[src/rtl/ctb_pkg.sv]
// ----------------------------------------------------------------------------
// ctb_pkg: shared types and constants for the countdown timer bank
// Command and result transaction layouts, timer state entry, command codes.
// ----------------------------------------------------------------------------
package ctb_pkg;

  localparam int NUM_TIMERS_DEF = 8;
  localparam int MAX_RESULTS    = 8;
  localparam int IDX_W          = 4;

  // command codes (kind field); code 7 is undefined and rejected
  localparam logic [2:0] KIND_TICK    = 3'd0;
  localparam logic [2:0] KIND_SCAN    = 3'd1;
  localparam logic [2:0] KIND_START   = 3'd2;
  localparam logic [2:0] KIND_RESTART = 3'd3;
  localparam logic [2:0] KIND_STOP    = 3'd4;
  localparam logic [2:0] KIND_ADD     = 3'd5;
  localparam logic [2:0] KIND_QUERY   = 3'd6;

  localparam logic signed [31:0] COUNT_IDLE = -32'sd1;
  localparam logic signed [31:0] COUNT_MAX  = 32'sh7fff_ffff;
  localparam logic signed [31:0] COUNT_MIN  = 32'sh8000_0000;

  typedef struct packed {
    logic [2:0]         kind;
    logic [IDX_W-1:0]   timer_index;
    logic signed [31:0] amount;
    logic               notify;
  } cmd_t;

  typedef struct packed {
    logic               ok;
    logic signed [31:0] count_value;
    logic               expired_valid;
    logic [2:0]         expired_index;
    logic               expired_notify;
    logic               last;
  } result_t;

  typedef struct packed {
    logic               active;
    logic               notify_mark;
    logic signed [31:0] remaining;
  } entry_t;

  localparam entry_t ENTRY_RESET = '{active: 1'b0, notify_mark: 1'b0, remaining: COUNT_IDLE};

  // state memory access: one write port, one registered read port
  typedef struct packed {
    logic             we;
    logic [IDX_W-1:0] waddr;
    entry_t           wdata;
    logic [IDX_W-1:0] raddr;
  } mem_req_t;

endpackage

[src/rtl/ctb_mem.sv]
// ----------------------------------------------------------------------------
// ctb_mem: timer state memory
// One entry per timer, registered read: data follows the address in the next cycle. Entries
// not written since reset read as the idle state.
// ----------------------------------------------------------------------------
module ctb_mem #(
  parameter int NUM_TIMERS = ctb_pkg::NUM_TIMERS_DEF
) (
  input  logic              clk,
  input  logic              rst,
  input  ctb_pkg::mem_req_t req,
  output ctb_pkg::entry_t   rdata
);

  localparam int AW = (NUM_TIMERS > 1) ? $clog2(NUM_TIMERS) : 1;

  ctb_pkg::entry_t mem [NUM_TIMERS];
  logic [NUM_TIMERS-1:0] vld;

  logic [AW-1:0] wa;
  logic [AW-1:0] ra;

  assign wa = req.waddr[AW-1:0];
  assign ra = req.raddr[AW-1:0];

  always_ff @(posedge clk) begin
    if (rst) begin
      vld <= '0;
    end else if (req.we) begin
      vld[wa] <= 1'b1;
    end
  end

  always_ff @(posedge clk) begin
    if (req.we) begin
      mem[wa] <= req.wdata;
    end
    rdata <= vld[ra] ? mem[ra] : ctb_pkg::ENTRY_RESET;
  end

endmodule

[src/rtl/countdown_timer_bank.sv]
// ----------------------------------------------------------------------------
// countdown_timer_bank: bank of countdown timers with command interface
// Timer state lives in a single memory; tick and scan walk every entry
// with a read-modify-write pipeline, other commands touch one entry.
// ----------------------------------------------------------------------------
//
//  channel   ports                         handshake
//  --------  ----------------------------  -------------------------------
//  command   cmd (cmd_t)                   taken when start && !busy
//  result    result (result_t)             one-cycle strobe result_valid
//
// Tick and scan do one memory read per timer, each write-back overlapping
// the read of the next timer, then pass through the flush state. Start,
// restart, stop, add and query read, then modify and write. Each result is
// registered in the output register before it is shown; busy drops in the
// cycle that shows the last one.
// Reset clears the state machine and the memory valid bits; no clearing
// pass is needed. The receiver cannot stall: results are never held back.
//
module countdown_timer_bank #(
  parameter int NUM_TIMERS = ctb_pkg::NUM_TIMERS_DEF
) (
  input  logic             clk,
  input  logic             rst,
  input  logic             start,
  output logic             busy,
  input  ctb_pkg::cmd_t    cmd,
  output logic             result_valid,
  output ctb_pkg::result_t result
);

  localparam int AW = (NUM_TIMERS > 1) ? $clog2(NUM_TIMERS) : 1;
  localparam int CW = $clog2(NUM_TIMERS + 1);
  localparam int KW = $clog2(ctb_pkg::MAX_RESULTS + 1);

  typedef enum logic [1:0] {
    ST_IDLE,
    ST_CMD,
    ST_WALK,
    ST_FLUSH
  } state_t;

  state_t state;

  ctb_pkg::cmd_t     cmd_q;     // latched command transaction
  ctb_pkg::mem_req_t mreq;
  ctb_pkg::entry_t   rdata;

  logic [CW-1:0] rd_cnt;        // next timer to read during a walk
  logic [AW-1:0] pidx;          // timer whose data is in rdata
  logic [KW-1:0] kcnt;          // expiries found in this scan
  logic          hbuf;          // an expiry report is held back
  logic [2:0]    buf_idx;
  logic          buf_nfy;

  logic          accept;
  logic          walk_kind;
  logic          hit;           // scan: current timer has expired
  logic          cmd_ok;
  logic signed [31:0] cmd_cv;
  logic signed [32:0] add_sum;
  logic               idx_ok;

  ctb_mem #(.NUM_TIMERS(NUM_TIMERS)) u_mem (
    .clk   (clk),
    .rst   (rst),
    .req   (mreq),
    .rdata (rdata)
  );

  assign busy      = (state != ST_IDLE);
  assign accept    = start && !busy;
  assign walk_kind = (cmd.kind == ctb_pkg::KIND_TICK) || (cmd.kind == ctb_pkg::KIND_SCAN);
  assign idx_ok    = ({1'b0, cmd_q.timer_index} < 5'(NUM_TIMERS));
  assign add_sum   = {rdata.remaining[31], rdata.remaining} + {cmd_q.amount[31], cmd_q.amount};

  // Memory request and per-cycle decisions. Reads and writes during a walk
  // address different timers, so no forwarding is needed.
  always_comb begin
    mreq       = '0;
    mreq.wdata = rdata;
    hit        = 1'b0;
    cmd_ok     = 1'b0;
    cmd_cv     = ctb_pkg::COUNT_IDLE;

    unique case (state)
      ST_IDLE: begin
        mreq.raddr = walk_kind ? '0 : cmd.timer_index;
      end
      ST_WALK: begin
        mreq.raddr = ctb_pkg::IDX_W'(rd_cnt[AW-1:0]);
        mreq.waddr = ctb_pkg::IDX_W'(pidx);
        if (cmd_q.kind == ctb_pkg::KIND_TICK) begin
          if (rdata.active && (rdata.remaining > 0)) begin
            mreq.we              = 1'b1;
            mreq.wdata.remaining = rdata.remaining - 32'sd1;
          end
        end else begin
          hit = rdata.active && (rdata.remaining == 0) &&
                (kcnt != KW'(ctb_pkg::MAX_RESULTS));
          if (hit) begin
            mreq.we    = 1'b1;
            mreq.wdata = ctb_pkg::ENTRY_RESET;
          end
        end
      end
      ST_CMD: begin
        mreq.waddr = cmd_q.timer_index;
        if (idx_ok) begin
          unique case (cmd_q.kind)
            ctb_pkg::KIND_START: begin
              if (!rdata.active) begin
                mreq.we    = 1'b1;
                mreq.wdata = '{active: 1'b1, notify_mark: cmd_q.notify,
                               remaining: cmd_q.amount};
                cmd_ok     = 1'b1;
                cmd_cv     = cmd_q.amount;
              end
            end
            ctb_pkg::KIND_RESTART: begin
              if (rdata.active) begin
                mreq.we              = 1'b1;
                mreq.wdata.remaining = cmd_q.amount;
                cmd_ok               = 1'b1;
                cmd_cv               = cmd_q.amount;
              end
            end
            ctb_pkg::KIND_STOP: begin
              if (rdata.active) begin
                mreq.we    = 1'b1;
                mreq.wdata = ctb_pkg::ENTRY_RESET;
                cmd_ok     = 1'b1;
              end
            end
            ctb_pkg::KIND_ADD: begin
              if (rdata.active) begin
                mreq.we = 1'b1;
                // saturate when the 33-bit sum leaves the 32-bit range
                if (add_sum[32] != add_sum[31]) begin
                  mreq.wdata.remaining = add_sum[32] ? ctb_pkg::COUNT_MIN
                                                     : ctb_pkg::COUNT_MAX;
                end else begin
                  mreq.wdata.remaining = add_sum[31:0];
                end
                cmd_ok = 1'b1;
                cmd_cv = mreq.wdata.remaining;
              end
            end
            ctb_pkg::KIND_QUERY: begin
              if (rdata.active) begin
                cmd_ok = 1'b1;
                cmd_cv = rdata.remaining;
              end
            end
            default: begin
              cmd_ok = 1'b0;
            end
          endcase
        end
      end
      ST_FLUSH: begin
        mreq.raddr = '0;
      end
      default: begin
        mreq.raddr = '0;
      end
    endcase
  end

  // State, walk counters, held expiry report and result register.
  always_ff @(posedge clk) begin
    if (rst) begin
      state        <= ST_IDLE;
      result_valid <= 1'b0;
      rd_cnt       <= '0;
      pidx         <= '0;
      kcnt         <= '0;
      hbuf         <= 1'b0;
    end else begin
      result_valid <= 1'b0;
      unique case (state)
        ST_IDLE: begin
          if (accept) begin
            cmd_q  <= cmd;
            rd_cnt <= CW'(1);
            pidx   <= '0;
            kcnt   <= '0;
            hbuf   <= 1'b0;
            state  <= walk_kind ? ST_WALK : ST_CMD;
          end
        end
        ST_CMD: begin
          result_valid <= 1'b1;
          result       <= '{ok: cmd_ok, count_value: cmd_cv, expired_valid: 1'b0,
                            expired_index: 3'd0, expired_notify: 1'b0, last: 1'b1};
          state        <= ST_IDLE;
        end
        ST_WALK: begin
          if (hit) begin
            // a newer expiry proves the held one is not the last
            if (hbuf) begin
              result_valid <= 1'b1;
              result       <= '{ok: 1'b1, count_value: ctb_pkg::COUNT_IDLE,
                                expired_valid: 1'b1, expired_index: buf_idx,
                                expired_notify: buf_nfy, last: 1'b0};
            end
            hbuf    <= 1'b1;
            buf_idx <= 3'(pidx);
            buf_nfy <= rdata.notify_mark;
            kcnt    <= kcnt + 1'b1;
          end
          if (rd_cnt == CW'(NUM_TIMERS)) begin
            state <= ST_FLUSH;
          end else begin
            pidx   <= rd_cnt[AW-1:0];
            rd_cnt <= rd_cnt + 1'b1;
          end
        end
        ST_FLUSH: begin
          result_valid <= 1'b1;
          if (hbuf) begin
            result <= '{ok: 1'b1, count_value: ctb_pkg::COUNT_IDLE,
                        expired_valid: 1'b1, expired_index: buf_idx,
                        expired_notify: buf_nfy, last: 1'b1};
          end else begin
            result <= '{ok: 1'b1, count_value: ctb_pkg::COUNT_IDLE,
                        expired_valid: 1'b0, expired_index: 3'd0,
                        expired_notify: 1'b0, last: 1'b1};
          end
          hbuf  <= 1'b0;
          state <= ST_IDLE;
        end
        default: begin
          state <= ST_IDLE;
        end
      endcase
    end
  end

`ifndef NO_ASSERTIONS
  // the closing result of a transaction coincides with the return to idle
  a_last_idle: assert property (@(posedge clk) disable iff (rst)
    result_valid && result.last |-> !busy)
    else $error("last result shown while still busy");

  // an accepted command always starts work
  a_accept_busy: assert property (@(posedge clk) disable iff (rst)
    accept |=> busy)
    else $error("accepted command did not raise busy");

  // no memory write outside command or walk processing
  a_no_idle_write: assert property (@(posedge clk) disable iff (rst)
    (state == ST_IDLE) || (state == ST_FLUSH) |-> !mreq.we)
    else $error("state memory written while idle or flushing");

  // expiry reports are always accepted results
  a_expired_ok: assert property (@(posedge clk) disable iff (rst)
    result_valid && result.expired_valid |-> result.ok)
    else $error("expiry report with ok low");

  // a scan never clears more timers than it can report
  a_scan_limit: assert property (@(posedge clk) disable iff (rst)
    hit |-> (kcnt < KW'(ctb_pkg::MAX_RESULTS)))
    else $error("scan exceeded the report limit");
`endif

endmodule

[config.mk]
export PLATFORM = sky130hd
export DESIGN_NAME = countdown_timer_bank
export DESIGN_NICKNAME = d
export VERILOG_FILES = /design/src/rtl/ctb_pkg.sv /design/src/rtl/ctb_mem.sv /design/src/rtl/countdown_timer_bank.sv
export SDC_FILE = /design/constraint.sdc
export NUM_CORES = 1
export LEC_CHECK = 0
export CAP_MARGIN = 20
export CORE_ASPECT_RATIO = 0.75
export CORE_MARGIN = 4
export CORE_UTILIZATION = 45
export DETAILED_ROUTE_END_ITERATION = 7
export DONT_BUFFER_PORTS = 1
export GPL_ROUTABILITY_DRIVEN = 1
export HOLD_SLACK_MARGIN = 0.15
export PLACE_DENSITY = 0.71
export SETUP_SLACK_MARGIN = 0.4
export SYNTH_ARGS = -nofsm -noshare
export SYNTH_HDL_FRONTEND = slang
export SYNTH_SLANG_ARGS = --single-unit
[constraint.sdc]
create_clock -name clk -period 7.8 [get_ports clk]
set_input_delay 0.39 -clock clk [delete_from_list [all_inputs] [get_ports clk]]
set_output_delay 0.39 -clock clk [all_outputs]
set_load 0.02 [all_outputs]
# Word level (Yosys, flattened, before mapping)
# Memories as Yosys holds them, arrays and structs flattened. A register that Yosys moved wholly into a read port is not among the register bits.
# Cells that the tools add are included.
# op_classes
addsub	4
order_cmp	5
eq_ne	17
mux	62
n_bitwise	2
reduce_logical	26
# ops
op	count
2-to-1 mux 32 bit	11
one-hot mux 32 bit (4 select lines)	2
one-hot mux 39 bit (3 select lines)	1
2-to-1 mux 39 bit	2
one-hot mux 39 bit (2 select lines)	1
2-to-1 mux 34 bit	2
2-to-1 mux 33 bit	2
adder 32 x 32 -> 33 bit	1
greater-than comparator 32 x 1 -> 1 bit (second input constant)	1
zero test 32 bit	1
subtractor 32 x 2 -> 32 bit (second input constant)	1
2-to-1 mux 1 bit	17
2-to-1 mux 4 bit	4
one-hot mux 4 bit (2 select lines)	2
AND reduction 3 bit	5
one-hot mux 3 bit (2 select lines)	2
!= test 2 bit (second input constant)	5
== test 3 bit (second input constant)	3
2-to-1 mux 3 bit	3
adder 4 x 1 -> 4 bit (second input constant)	2
< comparator 3 x 4 -> 1 bit (second input constant)	2
2-to-1 mux 2 bit	4
OR 8 bit	1
== test 3 x 2 -> 1 bit (second input constant)	2
other kinds (28)	39
# word_totals
register_bits	106
ramBits	272
in_bits	43
output_inout_bits	41
word_cells	136
n_memories	1
# memory_table
memory	depth	word_bits	read_ports	rd_clocked_by_memory_dff	write_ports	line_no	rtl
u_mem.mem	8	34	1	1	1	ctb_mem.sv:17	ctb_pkg::entry_t mem [NUM_TIMERS];

# Depth between registers and ports, before layout
# logic_depth
word_depth	12
ltp_mapped	21
mapped_depth_nobuf	19

# Cells and area by module
# A second synthesis with hierarchy kept.
# hier_totals
cells_unflattened	1765
hier_area_um2	21185.3
# modules_own_cells
module	n_inst	cells_per_inst	area_per_inst_um2	seq_area_each_um2
ctb_mem	1	499	11402.2	9008.6
countdown_timer_bank	1	1266	9783.1	2792.7

# Worst setup path before layout
# OpenSTA, ideal clock, no wires.
# synth_timing
path_kind	reg2reg
from	register, netlist name u_mem.rdata[4]
to	register result[0] (netlist name) (enable)
setup_ps	495
arrival_ps	5611
required_time_ps	7305
slack_ps	1694
stages_incl_launch_ff	10
path_buffers	3
period_less_slack_ps	6106
cell_sequence	dfxtp_1 > buf_2 > or4_4 > or3_4 > or4_4 > nor3_1 > buf_2 > buf_1 > nand2_1 > a211oi_1
# synth_between
elab_chain_len	7
# synth_rtl
item	line_no	rtl
zero test 32 bit	countdown_timer_bank.sv:99	hit = rdata.active && (rdata.remaining == 0) &&
logical AND 1 bit (2 in series)	countdown_timer_bank.sv:99	
2-to-1 mux 1 bit	countdown_timer_bank.sv:93	if (cmd_q.kind == ctb_pkg::KIND_TICK) begin
2-to-1 mux 1 bit	countdown_timer_bank.sv:86	unique case (state)
!= test 2 bit (no source line)	-	
AND reduction 4 bit (no source line)	-	
end signal, assigned	countdown_timer_bank.sv:194	result <= '{ok: cmd_ok, count_value: cmd_cv, expired_valid: 1'b0,
end signal, assigned	countdown_timer_bank.sv:203	result <= '{ok: 1'b1, count_value: ctb_pkg::COUNT_IDLE,
end signal, assigned	countdown_timer_bank.sv:222	result <= '{ok: 1'b1, count_value: ctb_pkg::COUNT_IDLE,
end, declared	countdown_timer_bank.sv:29	output ctb_pkg::result_t result
# No other way between the ends.
# A chain may end at the register's enable or synchronous reset.

==> results.txt <==
The floorplan has 68 rows. The total buffers and inverters traversed by the critical path works out to 1. The number of placed instances, taps included, is 2,707. Once layout is done, the placed cells without fillers occupy 0.0237 mm². Buffers added to address setup during post-CTS repair amount to 0. On the worst path, the slowest cell contributes a delay of 0.61 ns. The worst setup path is captured at a flip-flop.

STA puts the critical path data arrival time at 6.59 ns. In this run, post-CTS hold repair placed 41 buffers. The via count of the first global-routing pass was 16.7k; the iteration-0 DRC count of the detailed router was 2,870. The post-CTS resize count is 0, and the average cell area after synthesis is 9.71 µm². For the via total after detailed routing, the log shows 18.1k. The first-pass GRT wire length was 107,000 µm; the number of levels in the clock H-tree was 2. The worst supply voltage drop on vdd is 0.447 mV, and the number of sinks handled by clock tree synthesis is 412. Detailed placement finished with a half-perimeter wire length of 47,900 µm.

The number of antenna violations at the first check in global routing was 5. Once detail routing completed, the nets flagged for antenna violations numbered 0. The data required time at the worst endpoint was 8.07 ns; the smallest hold slack was 0.190 ns. Setup repair after global routing left no endpoint under its margin. Between clock sinks in the finished design, the worst skew comes to 0.0217 ns. The worst max-slew margin expressed relative to the limit came out at 15.8%. The startpoint identified for the worst register-to-register timing path is cmd_q[4]$_DFFE_PP_.

Final core utilization: 51.2%. The critical path in this run is classified as flip-flop to flip-flop. The run gives 71 as the number of distinct library cell variants in the gate-level netlist after synthesis. The endpoint identified for the worst register-to-register timing path is u_mem.mem[0][18]$_DFFE_PP_.

The post-synthesis cell count is 2,190, and the die area is 0.0508 mm². The remaining design rule violation count was 0; the proportion of layout cells with a drive suffix above 1 was 7.15%. The run gives 0 ns as the aggregate negative setup slack. The total overflow left after global routing is 0. The number of cells on the worst hold path came out at 2. The final setup slack of the worst path was 1.48 ns. In this run the most critical hold path is launched from rst.

For the area inside the core boundary, the log shows 0.0464 mm². The worst path needs 6.32 ns of the cycle, external delays included. The tools report the power after layout as 9.56 mW. Reg-to-reg setup timing slack: 1.48 ns. Once the floorplan was initialized, standard cells occupied 45.9% of the core. Among cell families on the critical path, the largest total delay comes from compound AO/OA/AOI/OAI gates. Walking the worst path, the cells encountered are ha_1 > a21o_1 > a21oi_1 > a21oi_1 > o21ai_0 > a21oi_1 > nor2_1 > o21ai_0 > a41o_1 > mux2i_1 > nand3_1 > ha_1 > buf_4 > o211ai_1 > and2_0 > a21oi_1 > nor4_1 > o31ai_1. For the pin with the worst max-slew slack, the measured transition is 1.25 ns. TritonCTS built the clock tree. Counting the buffers created by CTS gives 41. At the end of routability-driven placement, the weighted congestion stood at 1.09. Static timing analysis puts the maximum clock frequency at 0.158 GHz.

Counting flops with an async set or reset pin after synthesis yields a share of 0%. The logs give 0 for the count of endpoints failing setup in the final report and 2,828 for the post-route non-filler standard cell count. The run gives 0.58 ns as the clock latency on the worst-skew pair.

Relative to the synthesized area, the layout overhead comes to 11.7%. The logic depth of the worst register-to-register path is 18, and the pre-CTS setup slack is 1.91 ns. The kind of launch point of the worst setup path is a flip-flop. The most repeated library cell on the critical path was sky130_fd_sc_hd__a21oi_1. During synthesis, Yosys emitted a total of 0 warnings.

Clock-pin slew on the worst setup and hold paths: 0.07 ns. Global routing used 27.7% of the available tracks. The sink of the worst hold path was rd_cnt[3]$_SDFFE_PP0P_. The hold violation total from the final report is 0. In the final routed layout, each cell accounts on average for 25.6 µm.

In this run the vertical extent of the chip is 196 µm. The class of the tightest hold or removal check is primary input to flip-flop. The run gives 84 as the count of pins on the block boundary. The mapped netlist covers 0.0213 mm². The tools report the final net count as 2,253. The number of I/O port buffers is 0, and the largest driver fanout on the critical path is 20. The most used flip-flop cell after synthesis is sky130_fd_sc_hd__edfxtp_1. The maximum number of buffers from clock root to sink was 3; the share of synthesized area occupied by flip-flops and latches was 55.5%. The ratio of routed vias to standard cells is 6.40, and the leakage dissipation is 8.29 nW.

The run gives 0 as the count of pins over their slew limit. Among all stages on the critical path, the largest delay is contributed by sky130_fd_sc_hd__o31ai_1. The number of iterations in the first detailed-routing pass came out at 7. The tools report the detailed-route wire length as 72,300 µm. The tools report the pin count of the biggest net entering global routing as 93.

The clock root buffer is sky130_fd_sc_hd__clkbuf_16. The flow ran to the end, and the final reports show no timing, DRC or antenna violations. The width of the chip is 259 µm, and the count of state elements after synthesis is 412. The number of nets produced by synthesis was 2,280; the placed standard-cell area was 0.0219 mm².

The power density over cell area was 403 mW/mm²; the number of enable flip-flop cells after synthesis was 355. The number of violations of the max-capacitance limit is 0. In the finished design, the share of the clock period the worst path needs comes to 81.0%.
[final cells by class]
class,count,area [µm²]
Clock buffer,52,1110
Antenna cell,2,5.00
Fill cell,4124,22600
Clock inverter,24,288
Multi-Input combinational cell,1582,8840
Timing Repair Buffer,92,791
Tap cell,630,788
Sequential cell,412,11800
Inverter,34,128
[worst max path at each step]
stage	start	endpoint	slack, ns	depth (start not counted)
global placement	u_mem.rdata[3]$_SDFF_PN1_	u_mem.mem[4][18]$_DFFE_PP_	2.13	18
finish	cmd_q[4]$_DFFE_PP_	u_mem.mem[0][18]$_DFFE_PP_	1.48	18
detailed placement	cmd_q[4]$_DFFE_PP_	u_mem.mem[4][18]$_DFFE_PP_	1.91	18
CTS	cmd_q[4]$_DFFE_PP_	u_mem.mem[1][18]$_DFFE_PP_	1.90	18
global route	u_mem.rdata[3]$_SDFF_PN1_	u_mem.mem[4][1]$_DFFE_PP_	1.20	18
floorplan	u_mem.rdata[4]$_SDFF_PN1_	result[0]$_DFFE_PP_	1.69	9
[kinds of logic after synthesis]
family / share of synthesized area (%)
flops: 55.5
compound gates: 18.7
mux: 0.518
xor+xnor: 1.36
buf+inv: 3.53
fa+ha+maj: 2.80
simple gates: 17.6
[report_power, final]
| group | internal [mW] | switching (mW) |
|---|---|---|
| sequential | 3.10 | 0.326 |
| clock | 1.16 | 0.894 |
| combinational | 1.13 | 2.96 |
| total | 5.39 | 4.18 |
[cell usage in the layout (no fill, tap or decap), types with 8 or more instances in the layout]
cell                              n
sky130_fd_sc_hd__a311oi_1         8
sky130_fd_sc_hd__clkbuf_1         8
sky130_fd_sc_hd__o21a_1          10
sky130_fd_sc_hd__nor2b_1         13
sky130_fd_sc_hd__nand2b_1        14
sky130_fd_sc_hd__o21ai_0        172
sky130_fd_sc_hd__nor2_1         126
sky130_fd_sc_hd__a21o_1          28
sky130_fd_sc_hd__buf_4           49
sky130_fd_sc_hd__nand3_1        110
sky130_fd_sc_hd__ha_1            45
sky130_fd_sc_hd__or3_1           17
sky130_fd_sc_hd__a21oi_1        173
sky130_fd_sc_hd__nor4_1          14
sky130_fd_sc_hd__a211o_1         11
sky130_fd_sc_hd__xnor2_1         13
sky130_fd_sc_hd__clkbuf_16       42
sky130_fd_sc_hd__o221ai_1        49
sky130_fd_sc_hd__xor2_1          18
sky130_fd_sc_hd__nand2_1        483
sky130_fd_sc_hd__inv_1           32
sky130_fd_sc_hd__mux2i_1         11
sky130_fd_sc_hd__dlygate4sd3_1   41
sky130_fd_sc_hd__or2_2            9
sky130_fd_sc_hd__nand4_1         11
sky130_fd_sc_hd__dfxtp_1         56
sky130_fd_sc_hd__edfxtp_1       355
sky130_fd_sc_hd__o211ai_1        82
sky130_fd_sc_hd__clkinv_1         8
sky130_fd_sc_hd__nor3_1          28
sky130_fd_sc_hd__a211oi_1        10
[cell usage after synthesis (17+ instances only)]
| cell type | instances | area [µm²] |
|---|---|---|
| sky130_fd_sc_hd__nor2_1 | 135 | 507 |
| sky130_fd_sc_hd__nand3_1 | 110 | 551 |
| sky130_fd_sc_hd__xor2_1 | 19 | 166 |
| sky130_fd_sc_hd__nand2_1 | 483 | 1810 |
| sky130_fd_sc_hd__o211ai_1 | 82 | 616 |
| sky130_fd_sc_hd__ha_1 | 46 | 576 |
| sky130_fd_sc_hd__o21ai_0 | 172 | 861 |
| sky130_fd_sc_hd__clkbuf_1 | 145 | 544 |
| sky130_fd_sc_hd__edfxtp_1 | 355 | 10700 |
| sky130_fd_sc_hd__or3_1 | 17 | 106 |
| sky130_fd_sc_hd__a21oi_1 | 173 | 866 |
| sky130_fd_sc_hd__a21o_1 | 28 | 210 |
| sky130_fd_sc_hd__o221ai_1 | 49 | 429 |
| sky130_fd_sc_hd__nor3_1 | 31 | 155 |
| sky130_fd_sc_hd__dfxtp_1 | 57 | 1140 |
| sky130_fd_sc_hd__inv_1 | 32 | 120 |
[routing by layer]
layer,GRT usage (%),up-vias,share of wire (%)
met5,0,-,0.037
met4,7.49,4,2.8
met3,8.40,185,13
met2,40.0,1200,42
met1,40.7,8693,42
li1,-,8016,-
[sequential cells by signal (all words and copies together) (netlist names)]
| register | cells |
|---|---|
| pidx | 3 |
| result_valid | 1 |
| u_mem.vld | 8 |
| cmd_q | 40 |
| u_mem.mem | 272 |
| hbuf | 1 |
| result | 39 |
| rd_cnt | 4 |
| buf_idx | 3 |
| state | 2 |
| buf_nfy | 1 |
| u_mem.rdata | 34 |
| kcnt | 4 |
[worst register-to-register path, cell delays in order (launching register included)]
cell and delay (ns):
sky130_fd_sc_hd__edfxtp_1 0.46, sky130_fd_sc_hd__ha_1 0.40, sky130_fd_sc_hd__a21o_1 0.18, sky130_fd_sc_hd__a21oi_1 0.45, sky130_fd_sc_hd__a21oi_1 0.21, sky130_fd_sc_hd__o21ai_0 0.32, sky130_fd_sc_hd__a21oi_1 0.19, sky130_fd_sc_hd__nor2_1 0.27
sky130_fd_sc_hd__o21ai_0 0.22, sky130_fd_sc_hd__a41o_1 0.32, sky130_fd_sc_hd__mux2i_1 0.17, sky130_fd_sc_hd__nand3_1 0.10, sky130_fd_sc_hd__ha_1 0.53, sky130_fd_sc_hd__buf_4 0.34, sky130_fd_sc_hd__o211ai_1 0.32, sky130_fd_sc_hd__and2_0 0.57
sky130_fd_sc_hd__a21oi_1 0.29, sky130_fd_sc_hd__nor4_1 0.07, sky130_fd_sc_hd__o31ai_1 0.61
Power figures use the tool's default switching activity.
